## src/hw/rtl/bfk_pkg.sv

```systemverilog
`timescale 1ns / 1ps
package bfk_pkg;

	localparam int COMP_W     = 16;
	localparam int SQ_W       = 32;
	localparam int DIST_W     = 40;
	localparam int IDX_W      = 32;
	localparam int DIMS_CFG_W = 9;
	localparam int K_CFG_W    = 5;
	localparam int CFG_IDX_W  = 1;
	localparam int CFG_DATA_W = 9;
	localparam int CMD_W      = 2;
	localparam int OUT_DATA_W = IDX_W + DIST_W;

	// command codes carried on s_tuser
	localparam logic [CMD_W-1:0] CMD_QUERY  = 2'd0;
	localparam logic [CMD_W-1:0] CMD_DATA   = 2'd1;
	localparam logic [CMD_W-1:0] CMD_FINISH = 2'd2;

	// configuration register indexes
	localparam logic [CFG_IDX_W-1:0] REG_DIMS = 1'b0;
	localparam logic [CFG_IDX_W-1:0] REG_K    = 1'b1;

	// front end to distance unit, one stage after accept
	typedef struct packed {
		logic                     data;
		logic                     fin;
		logic                     eov;
		logic signed [COMP_W-1:0] comp;
		logic signed [COMP_W-1:0] qval;
		logic [IDX_W-1:0]         idx;
	} fe_item_t;

	// distance unit to neighbor list
	typedef struct packed {
		logic              cand;
		logic              fin;
		logic [DIST_W-1:0] sqdist;
		logic [IDX_W-1:0]  idx;
	} cand_t;

endpackage

```

## src/hw/rtl/bfk_dist.sv

```systemverilog
`timescale 1ns / 1ps
module bfk_dist
	import bfk_pkg::*;
(
	input  logic     clk,
	input  logic     arst_n,
	input  fe_item_t item,
	output cand_t    cand
);

	logic              data_s2;
	logic              fin_s2;
	logic              eov_s2;
	logic [SQ_W-1:0]   sq_s2;
	logic [IDX_W-1:0]  idx_s2;
	logic [DIST_W-1:0] acc_q;
	logic              cand_s3;
	logic              fin_s3;
	logic [DIST_W-1:0] dist_s3;
	logic [IDX_W-1:0]  idx_s3;

	logic signed [COMP_W:0] diff;
	logic [COMP_W-1:0]      mag;
	logic [DIST_W:0]        sum;
	logic [DIST_W-1:0]      sum_sat;

	// difference magnitude never exceeds 16 bits
	assign diff = {item.comp[COMP_W-1], item.comp} - {item.qval[COMP_W-1], item.qval};
	assign mag  = diff[COMP_W] ? COMP_W'(-diff) : COMP_W'(diff);

	always_ff @(posedge clk or negedge arst_n) begin
		if (!arst_n) begin
			data_s2 <= 1'b0;
			fin_s2  <= 1'b0;
			eov_s2  <= 1'b0;
		end else begin
			data_s2 <= item.data;
			fin_s2  <= item.fin;
			eov_s2  <= item.eov;
		end
	end

	always_ff @(posedge clk) begin
		sq_s2  <= mag * mag;
		idx_s2 <= item.idx;
	end

	assign sum     = {1'b0, acc_q} + (DIST_W+1)'(sq_s2);
	assign sum_sat = sum[DIST_W] ? '1 : sum[DIST_W-1:0];

	always_ff @(posedge clk or negedge arst_n) begin
		if (!arst_n) begin
			acc_q   <= '0;
			cand_s3 <= 1'b0;
			fin_s3  <= 1'b0;
		end else begin
			cand_s3 <= data_s2 && eov_s2;
			fin_s3  <= fin_s2;
			if (fin_s2 || (data_s2 && eov_s2)) begin
				acc_q <= '0;
			end else if (data_s2) begin
				acc_q <= sum_sat;
			end
		end
	end

	always_ff @(posedge clk) begin
		dist_s3 <= sum_sat;
		idx_s3  <= idx_s2;
	end

	assign cand.cand   = cand_s3;
	assign cand.fin    = fin_s3;
	assign cand.sqdist = dist_s3;
	assign cand.idx    = idx_s3;

endmodule

```

## config.mk

```make
export PLATFORM = sky130hd
export DESIGN_NAME = bfk_dist
export DESIGN_NICKNAME = d
export VERILOG_FILES = /design/src/hw/rtl/bfk_pkg.sv /design/src/hw/rtl/bfk_dist.sv
export SDC_FILE = /design/constraint.sdc
export NUM_CORES = 1
export LEC_CHECK = 0
export BUFFER_PORTS_ARGS = -buffer_cell sky130_fd_sc_hd__buf_2
export CORE_UTILIZATION = 55
export CTS_BUF_LIST = sky130_fd_sc_hd__clkbuf_8
export DETAILED_ROUTE_END_ITERATION = 8
export PLACE_DENSITY_LB_ADDON = 0.1
export SETUP_SLACK_MARGIN = 0.3
export SLEW_MARGIN = 25
export SYNTH_ARGS = -nofsm -noshare
export SYNTH_HDL_FRONTEND = slang
export SYNTH_SLANG_ARGS = --single-unit
```

## constraint.sdc

```tcl
create_clock -name clk -period 7.3 [get_ports clk]
set_input_delay 0.73 -clock clk [delete_from_list [all_inputs] [get_ports clk]]
set_output_delay 0.73 -clock clk [all_outputs]
set_load 0.005 [all_outputs]
```

==> flow_summary_export.csv <==
group,metric,value,unit
synthesis,synth_edf_count,0,
clocking,cts_tree,"done",
routing,antenna_left,0,
synthesis,synth_top_family_by_area,"adder cells",
setup_path,end_kind,"flop",
setup_path,crit_path_top_delay_cell,"fa_2",
place,gp_congestion,0.943,
synthesis,synth_xor_area_share,4.88,%
run_status,outcome,"finished with violations",
die,die_area,27500,sq um
setup_path,max_stage_delay,0.56,ns
synthesis,ys_ff_latch,180,
die,ios,143,
clocking,clkTransAtPathRegs,0.10,ns
synthesis,avgSynthCellArea,9.41,sq um
setup_path,critPathTopFamily,"adder cells",
final_layout,num_antenna_cells,0,
synthesis,synth_nets,1947,
final_layout,seqCellArea,3830,sq um
die,rows,59,
routing,via_per_inst,5.22,
synthesis,synth-seq-area-share,25.9,%
final_layout,fin_util,74.4,%
timing,skew,0.0208,ns
job,maxCapViolations,0,
timing,max_freq,123,MHz
setup_path,critPathArrivalTime,8.50,ns
synthesis,syn_inst,1568,
timing,hold_viol_final,0,
synthesis,yosys.area_share.simple,11.2,%
routing,wirelength,34.0,mm
clocking,clock-sinks,180,
final_layout,fin_nets,2351,
setup_path,critical_path_class,"primary input to flop",
synthesis,synthMuxAreaShare,0.348,%
timing,worst_slew_pin_slew,1.05,ns
final_layout,multi_input_area,10800,sq um
die,initial_core_util,56.3,%
place,dp_cells,2239,
routing,wl_per_cell,14.7,microns
clocking,cts_root_buf,"clkbuf_8",
die,die_h,166,microns
final_layout,fillers,1893,
clocking,clock_latency,0.47,ns
grt,grt_pass1_wl,57.2,mm
synthesis,yosysWarnings,0,
final_layout,area_growth_syn_to_layout,32.2,%
timing,rsz0062_at_grt,"yes",
synthesis,syn-cell-area,14800,sq um
die,core_area,26200,sq um
run_status,violations,"design-rule violations, negative setup slack",
timing,max_slew_margin,30.1,%
grt,overflow,0,
grt,grt_pass1_vias,12264,
routing,drc,24,
timing,finalSetupTns,-8.42,ns
clocking,clk_path_buf_depth,2,
grt,track_usage,25.4,%
synthesis,synthAdderAreaFrac,34.7,%
timing,drv_slew,0,
final_layout,drive_gt1_share,32.8,%
timing,setup_ws,-0.859,ns
die,die_x,166,microns
grt,antenna_found_initial,0,
setup_path,crit_buf_inv,5,
synthesis,ys_types,74,
timing,fin_crit_sh,112,%
clocking,htreeDepth,4,
timing,finalCriticalPeriod,8.16,ns
grt,grt_max_degree,46,
min_path,min_path_type,"primary input to async pin",
setup_path,crit_required,7.64,ns
routing,vias,12111,
timing,setup_viol,17,
routing,initialDrtViolationCount,588,
synthesis,async_reset_ff_share,25.0,%
clocking,cts_made_buffers,17,
place,hpwl,27.2,mm
setup_path,startpoint_type,"primary input",
place,io_buffers,142,
setup_path,path_common_cell,"fa_1",
setup_path,path_max_fanout,5,
final_layout,stdcell_count,2320,
synthesis,synthFlopType,"dfxtp_1",
routing,first_pass_iters,7,
synthesis,synth-compound-area-share,14.3,%
## layout make-up
type	instances	area share (%)
clock buffer	18	1.27
clock inverter	14	0.610
timing repair buffer	425	15.3
multi-input combinational	1053	55.2
sequential	180	19.6
tap	335	2.15
inverter	295	5.77
## metrics by stage
step	hold WS (ns)	area, sq um	setup slack [ns]
3_3_place_gp	0.310	18100	-1.54
3_5_place_dp	0.312	18100	-1.72
2_1_floorplan	0.310	15400	-1.02
5_1_grt	0.285	19500	-1.17
4_1_cts	0.254	19100	-0.849
6_report	0.262	19500	-0.859
## routing by layer
metal	track usage, %	vias up	part of all wire [%]
li1	-	5928	-
met1	32.2	5869	45
met2	45.6	270	50
met3	3.03	44	3.4
met4	7.35	0	1.9
met5	0	-	0
## registers in the layout, indices dropped and copies added (netlist names)
name	cells
cand_s3	1
idx_s3	32
idx_s2	32
dist_s3	40
fin_s2	1
eov_s2	1
acc_q	40
sq_s2	31
data_s2	1
fin_s3	1
## worst reg2reg max path: stages, from the launching register on
cell     delay (ns)
dfrtp_1        0.40
ha_1           0.20
ha_1           0.21
a21o_1         0.19
a21oi_1        0.24
o21ai_0        0.12
a21oi_1        0.21
a21oi_1        0.24
and3_1         0.25
o21ai_0        0.50
a211o_1        0.92
o21ai_0        0.38
a22o_1         0.30
## timing repair
action                                  CTS  global route
gates resized for setup                  97            52
pin swaps                                76            46
hold buffers                              0             0
endpoints found under the setup margin   22            24
gates cloned                              1             0
buffers inserted                         25            23
## Yosys cell counts (13+ instances only)
library cell,count,area share (%)
fa_1,165,22
nand4_1,13,0.55
nand2_1,128,3.3
a21o_1,45,2.3
and2_1,22,0.93
nand3_1,28,0.95
clkbuf_1,38,0.97
xor2_1,25,1.5
o21bai_1,14,0.71
o21ai_0,32,1.1
xnor2_1,51,3.0
ha_1,145,12
o21a_1,13,0.66
dfrtp_1,45,7.6
a21oi_1,75,2.5
nor2_1,99,2.5
a22o_1,35,2.1
inv_1,290,7.4
nor3_1,15,0.51
dfxtp_1,135,18
## path summary, 6_finish.rpt
kind                            cells past startpoint         end  slack [ns]  startpoint
worst max-delay path                               32   sq_s2[31]       -0.86    item[48]
worst min-delay path                                1    acc_q[6]        0.26      arst_n
worst max register to register                     12   acc_q[24]        3.02    acc_q[0]
worst min register to register                      0  idx_s3[17]        0.33  idx_s2[17]
max in group asynchronous                           1   acc_q[31]        6.60      arst_n
min in group clk                                    0  idx_s3[17]        0.33  idx_s2[17]
## placed cells by master (no fill, tap or decap), types with 41 or more instances in the layout
master,synthesis,routed
xnor2_1,51,41
dfxtp_1,135,135
fa_1,165,154
nand2_1,128,106
ha_1,145,125
nor2_1,99,81
buf_2,0,139
a21oi_1,75,58
buf_4,2,253
a21o_1,45,45
inv_1,290,271
dfrtp_1,45,45
## kinds of logic after synthesis
| logic type | Yosys count |
|---|---|
| and+or+nand+nor | 359 |
| buffers and inverters | 336 |
| adders and majority gates | 310 |
| AOI/OAI and AO/OA | 299 |
| DFF | 180 |
| xor gates and xnor gates | 79 |
| muxes | 5 |
Power is not shown: default switching activity piles up to over one toggle a cycle in this logic, so the estimate is an artifact.
