$ cat config.mk
export PLATFORM = sky130hd
export DESIGN_NAME = bfk_list
export DESIGN_NICKNAME = d
export VERILOG_FILES = /design/src/hw/rtl/bfk_pkg.sv /design/src/hw/rtl/bfk_list.sv
export SDC_FILE = /design/constraint.sdc
export NUM_CORES = 2
export LEC_CHECK = 0
export BUFFER_PORTS_ARGS = -buffer_cell sky130_fd_sc_hd__buf_2
export CAP_MARGIN = 20
export CORE_ASPECT_RATIO = 1.4
export CORE_UTILIZATION = 55
export DETAILED_ROUTE_END_ITERATION = 10
export HOLD_SLACK_MARGIN = 0.06
export PLACE_DENSITY = 0.71
export SLEW_MARGIN = 20
export SYNTH_ARGS = -nofsm -noshare
export SYNTH_HDL_FRONTEND = slang
export SYNTH_SLANG_ARGS = --single-unit
$ cat constraint.sdc
create_clock -name clk -period 21.7 [get_ports clk]
set_clock_uncertainty 0.2 [all_clocks]
set_input_delay 1.085 -clock clk [delete_from_list [all_inputs] [get_ports clk]]
set_output_delay 1.085 -clock clk [all_outputs]
set_load 0.005 [all_outputs]
$ cat src/hw/rtl/bfk_pkg.sv
`timescale 1ns / 1ps
package bfk_pkg;

	localparam int COMP_W     = 16;
	localparam int SQ_W       = 32;
	localparam int DIST_W     = 40;
	localparam int IDX_W      = 32;
	localparam int DIMS_CFG_W = 9;
	localparam int K_CFG_W    = 5;
	localparam int CFG_IDX_W  = 1;
	localparam int CFG_DATA_W = 9;
	localparam int CMD_W      = 2;
	localparam int OUT_DATA_W = IDX_W + DIST_W;

	// command codes carried on s_tuser
	localparam logic [CMD_W-1:0] CMD_QUERY  = 2'd0;
	localparam logic [CMD_W-1:0] CMD_DATA   = 2'd1;
	localparam logic [CMD_W-1:0] CMD_FINISH = 2'd2;

	// configuration register indexes
	localparam logic [CFG_IDX_W-1:0] REG_DIMS = 1'b0;
	localparam logic [CFG_IDX_W-1:0] REG_K    = 1'b1;

	// front end to distance unit, one stage after accept
	typedef struct packed {
		logic                     data;
		logic                     fin;
		logic                     eov;
		logic signed [COMP_W-1:0] comp;
		logic signed [COMP_W-1:0] qval;
		logic [IDX_W-1:0]         idx;
	} fe_item_t;

	// distance unit to neighbor list
	typedef struct packed {
		logic              cand;
		logic              fin;
		logic [DIST_W-1:0] sqdist;
		logic [IDX_W-1:0]  idx;
	} cand_t;

endpackage

$ cat src/hw/rtl/bfk_list.sv
`timescale 1ns / 1ps
module bfk_list
	import bfk_pkg::*;
#(
	parameter int MAX_K = 16
) (
	input  logic                  clk,
	input  logic                  arst_n,
	input  cand_t                 cand,
	input  logic [K_CFG_W-1:0]    k_cfg,
	output logic                  m_tvalid,
	input  logic                  m_tready,
	output logic [OUT_DATA_W-1:0] m_tdata,
	output logic [0:0]            m_tuser,
	output logic                  m_tlast,
	output logic                  emit_done
);

	localparam int CW  = $clog2(MAX_K + 1);
	localparam int KIW = (MAX_K > 1) ? $clog2(MAX_K) : 1;
	localparam int KEW = (CW > K_CFG_W) ? CW : K_CFG_W;

	logic [DIST_W-1:0] dist_q [MAX_K];
	logic [IDX_W-1:0]  idx_q  [MAX_K];
	logic [CW-1:0]     count_q;
	logic              emit_q;
	logic [KIW-1:0]    ptr_q;
	logic [CW-1:0]     n_q;
	logic              out_vld_q;
	logic [IDX_W-1:0]  out_idx_q;
	logic [DIST_W-1:0] out_dist_q;
	logic              out_found_q;
	logic              out_last_q;

	logic [KEW-1:0]    k_ext;
	logic [CW-1:0]     eff_k;
	logic [CW-1:0]     n_trim;
	logic              full;
	logic [KIW-1:0]    worst_ptr;
	logic              take;
	logic [CW-1:0]     n_ins;
	logic [MAX_K-1:0]  ge;
	logic [MAX_K-1:0]  sh;
	logic              load;
	logic              last_now;

	assign k_ext     = KEW'(k_cfg);
	assign eff_k     = (k_ext == '0) ? CW'(1) :
	                   (k_ext > KEW'(MAX_K)) ? CW'(MAX_K) : k_ext[CW-1:0];
	assign n_trim    = (count_q > eff_k) ? eff_k : count_q;
	assign full      = (n_trim >= eff_k);
	assign worst_ptr = KIW'(eff_k - CW'(1));
	assign take      = cand.cand && (!full || (cand.sqdist < dist_q[worst_ptr]));
	assign n_ins     = full ? (eff_k - CW'(1)) : n_trim;

	// entries that move down one place; sorted order makes ge a run of ones
	always_comb begin
		for (int i = 0; i < MAX_K; i++) begin
			ge[i] = (CW'(i) < n_ins) && (dist_q[i] > cand.sqdist);
		end
		sh = ge << 1;
	end

	for (genvar g = 0; g < MAX_K; g++) begin : g_entry
		always_ff @(posedge clk) begin
			if (take) begin
				if (sh[g]) begin
					if (g > 0) begin
						dist_q[g] <= dist_q[(g > 0) ? g - 1 : 0];
						idx_q[g]  <= idx_q[(g > 0) ? g - 1 : 0];
					end
				end else if (ge[g] || (n_ins == CW'(g))) begin
					dist_q[g] <= cand.sqdist;
					idx_q[g]  <= cand.idx;
				end
			end
		end
	end

	assign load      = emit_q && (!out_vld_q || m_tready);
	assign last_now  = (n_q == '0) || ((CW'(ptr_q) + CW'(1)) == n_q);
	assign emit_done = load && last_now;

	always_ff @(posedge clk or negedge arst_n) begin
		if (!arst_n) begin
			count_q   <= '0;
			emit_q    <= 1'b0;
			ptr_q     <= '0;
			n_q       <= '0;
			out_vld_q <= 1'b0;
		end else begin
			// a rejected candidate still trims a list left over from a larger k
			if (cand.cand) begin
				count_q <= take ? (n_ins + CW'(1)) : n_trim;
			end
			if (cand.fin) begin
				emit_q  <= 1'b1;
				ptr_q   <= '0;
				n_q     <= n_trim;
				count_q <= '0;
			end else if (load) begin
				ptr_q <= ptr_q + KIW'(1);
				if (last_now) begin
					emit_q <= 1'b0;
				end
			end
			if (load) begin
				out_vld_q <= 1'b1;
			end else if (m_tready) begin
				out_vld_q <= 1'b0;
			end
		end
	end

	always_ff @(posedge clk) begin
		if (load) begin
			out_last_q <= last_now;
			if (n_q == '0) begin
				out_idx_q   <= '0;
				out_dist_q  <= '0;
				out_found_q <= 1'b0;
			end else begin
				out_idx_q   <= idx_q[ptr_q];
				out_dist_q  <= dist_q[ptr_q];
				out_found_q <= 1'b1;
			end
		end
	end

	assign m_tvalid = out_vld_q;
	assign m_tdata  = {out_dist_q, out_idx_q};
	assign m_tuser  = out_found_q;
	assign m_tlast  = out_last_q;

endmodule

==> results by group <==
Run status
  – Outcome: finished clean

Timing
  – Hold slack: 0.3039 ns
  – Setup TNS: 0 ns
  – FMAX: 0.1009 GHz
  – Final setup violation count: 0
  – Max-slew violation count: 0
  – Hold Vio Cnt, Final: 0
  – Final Critical Period: 9.914 ns
  – Worst slew margin: 17.21%
  – Period utilization: 45.69%
  – Worst Max-Slew Pin Slew: 1.232 ns
  – RSZ-0062 raised after global routing: no

Setup path
  – Critical Path RT: 22.03 ns
  – Critical path endpoint: dist_q[14][25]
  – Worst EP arrival: 10.25 ns
  – R2R Path Start: count_q[1]
  – R2R cell count: 19
  – Setup crit start: k_cfg[1]
  – Worst r2r dst: idx_q[9][0]
  – Worst setup path class: in2reg
  – Max Fanout on Critical Path: 56
  – Critical Path End Type: flop
  – Worst R2R Setup Slack: 14.21 ns
  – Type of origin of the critical path: input port

Detailed routing
  – Number of routed nets with antenna violations: 0
  – Final WL: 275000 um
  – DRT iter0 DRCs: 6505
  – Routed length per instance: 36.81 um
  – Detailed-router iteration count before antenna repair: 6
  – Vias post-DR: 54718
  – DR DRC count: 0
  – Vias/cell: 7.322

Logic synthesis
  – Largest area contributor in the netlist: edfxtp_1
  – Top cell type's share of synthesized area: 45.65%
  – Post-synth EDFFs: 1226
  – Distinct cell type count after synthesis: 82
  – Synthesis warning total: 0
  – Register area share after synthesis: 46.14%
  – Synth Instances: 5378
  – Syn Nets: 6154
  – Main synth FF type: edfxtp_1
  – Async S/R FF share, synth: 1.288%
  – Most common cell in the netlist: edfxtp_1
  – Commonest cells post-synth: 1226 x edfxtp_1, 975 x mux2_2, 694 x ha_1
  – Number of synthesized register bits: 1242
  – Top cells by area, synth: edfxtp_1 46%, mux4_2 16%, mux2_2 14%, ha_1 11%, mux2_1 1.5%
  – Synthesized area per cell: 15.00 sq um
  – Cell Area, Synth: 80650 sq um

Die
  – Die height: 455.1 um
  – FP Rows: 165
  – Ports: 158
  – Die X: 325.6 um
  – CORE AREA: 144900 sq um
  – Die ar.: 148200 sq um
  – Initial core utilization: 55.65%

Placement
  – Port Buffer Count: 157
  – Dpl hpwl: 178400 um
  – GPL Wtd Cong: 0.9960
  – Placed Instances: 7241
  – Placed Area: 83400 sq um

Power
  – VDD IR max: 0.3120 mV
  – Tot Pwr: 16.99 mW
  – Leakage power: 30.67 nW
  – Cell area power density: 194.0 nW/um^2

Clocking
  – H-tree levels: 3
  – Root buf cell: clkbuf_16
  – Num CTS Buffers: 119
  – Clk slew on worst S/H paths: 0.06 ns
  – Worst-skew pair later-pin latency: 0.80 ns
  – CTS max path bufs: 3
  – CTS tree: yes
  – # clock sinks: 1242
  – Post_cts resized: 0

Layout
  – Layout cell share with drive strength beyond 1: 36.93%
  – Nets@finish: 6220
  – Area delta synth->final: 8.566%
  – Cell Count, Final, Fillers Out: 7473
  – Post-route cell area: 87560 sq um

Global routing
  – Total gr overflow: 0
  – First-pass GRT wire length: 395400 um
  – Tot GR Track Use: 37.20%
  – Largest net degree at the start of global routing: 108
  – Antenna violations before repair: 22
  – Vias in the first global route: 54682

Run
  – Max Cap Viol: 0

Hold path
  – Worst hold path class: reg2reg
-- power by group --
group          switching [mW]  leakage, nW  internal [mW]
combinational            4.85         17.1           3.58
sequential               1.28         11.6           5.02
clock                   0.995         1.98           1.26
-- layout make-up --
type / instances / area [sq um]
Antenna cell: 7 / 17.52
Clock buffer: 139 / 3053
Clock inverter: 84 / 1059
Fill cell: 11126 / 57360
Inverter: 135 / 509.2
Multi-Input combinational cell: 3676 / 41630
Sequential cell: 1242 / 37230
Tap cell: 1920 / 2402
Timing Repair Buffer: 270 / 1662
-- worst min path at each step --
| stage | startpoint | endpoint | slack (ns) | cells past startpoint |
|---|---|---|---|---|
| 2_1_floorplan | emit_q | m_tvalid | 0.26 | 1 |
| 3_3_place_gp | emit_q | emit_q | 0.29 | 1 |
| 3_5_place_dp | emit_q | m_tvalid | 0.30 | 1 |
| 4_1_cts | emit_q | emit_q | 0.31 | 1 |
| 5_1_grt | emit_q | emit_q | 0.33 | 1 |
| 6_report | emit_q | emit_q | 0.30 | 1 |
-- registers in the layout, summed over array words and instances (netlist names) --
name	cells
dist_q	640
idx_q	512
out_dist_q	40
out_idx_q	32
count_q	5
n_q	5
ptr_q	4
emit_q	1
m_tlast	1
m_tuser	1
m_tvalid	1
-- worst max-delay path, stage by stage --
cell	delay, ns
buf_2	0.12
nor3_1	0.25
o21a_4	0.62
inv_1	0.27
ha_4	0.81
buf_4	0.85
mux4_2	0.43
mux4_2	0.47
inv_1	0.10
ha_1	0.26
a21oi_1	0.14
o21ai_0	0.21
a22oi_1	0.31
o211ai_1	0.31
a211oi_1	0.65
o21ai_2	0.20
nand2_2	0.24
nand2_4	0.43
nor3_4	0.30
buf_4	0.64
buf_4	0.90
mux2_2	0.42
-- routing by layer --
metal  up-vias  global-route usage [%]  share of wire (%)
met4        30                   26.44                8.1
met2      3520                   59.21                 47
li1      22165                       -                  -
met1     28047                   45.95                 36
met3       956                   6.965                9.3
met5         -                       0              0.071
-- cell families after synthesis --
logic type               synth area share (%)
multiplexers                            30.87
adder cells (fa/ha/maj)                 10.77
buffers and inverters                   2.647
AND/OR/NAND/NOR                         4.519
flip-flops                              46.14
AO/OA/AOI/OAI                           4.924
XOR/XNOR                               0.1303
-- cells in the final DEF (no fill, tap or decap), types with 11 or more instances in the layout --
cell type,instances
a211oi_1,51
nor2b_1,90
nor2_1,115
dfrtp_1,12
a31oi_1,14
mux2_1,109
nand2_1,128
buf_2,157
mux2_2,975
o221ai_1,11
clkbuf_16,119
edfxtp_1,1226
bufinv_16,21
buf_4,110
inv_1,131
a21oi_4,13
nand2b_1,19
ha_1,693
nand3_1,90
clkinv_1,25
a21o_1,72
a21oi_1,215
o21ai_0,114
nor3_1,51
clkinv_2,19
clkbuf_1,20
nor4_1,13
nand4_1,119
mux4_2,559
o21a_1,16
o211ai_1,17
and4_1,12
a221oi_1,11
-- stage by stage --
step	setup WS, ns	utilization [%]
final	11.79	60.42
after global routing	11.70	60.41
after CTS	12.08	60.39
after detailed placement	11.23	57.55
after global placement	11.35	57.55
after floorplan	11.23	-
-- what timing repair did --
item                                   CTS  global route
setup buffers                            0             0
endpoints found under the hold margin   16             0
hold buffers                             1             0
Power figures use the tool's default switching activity.
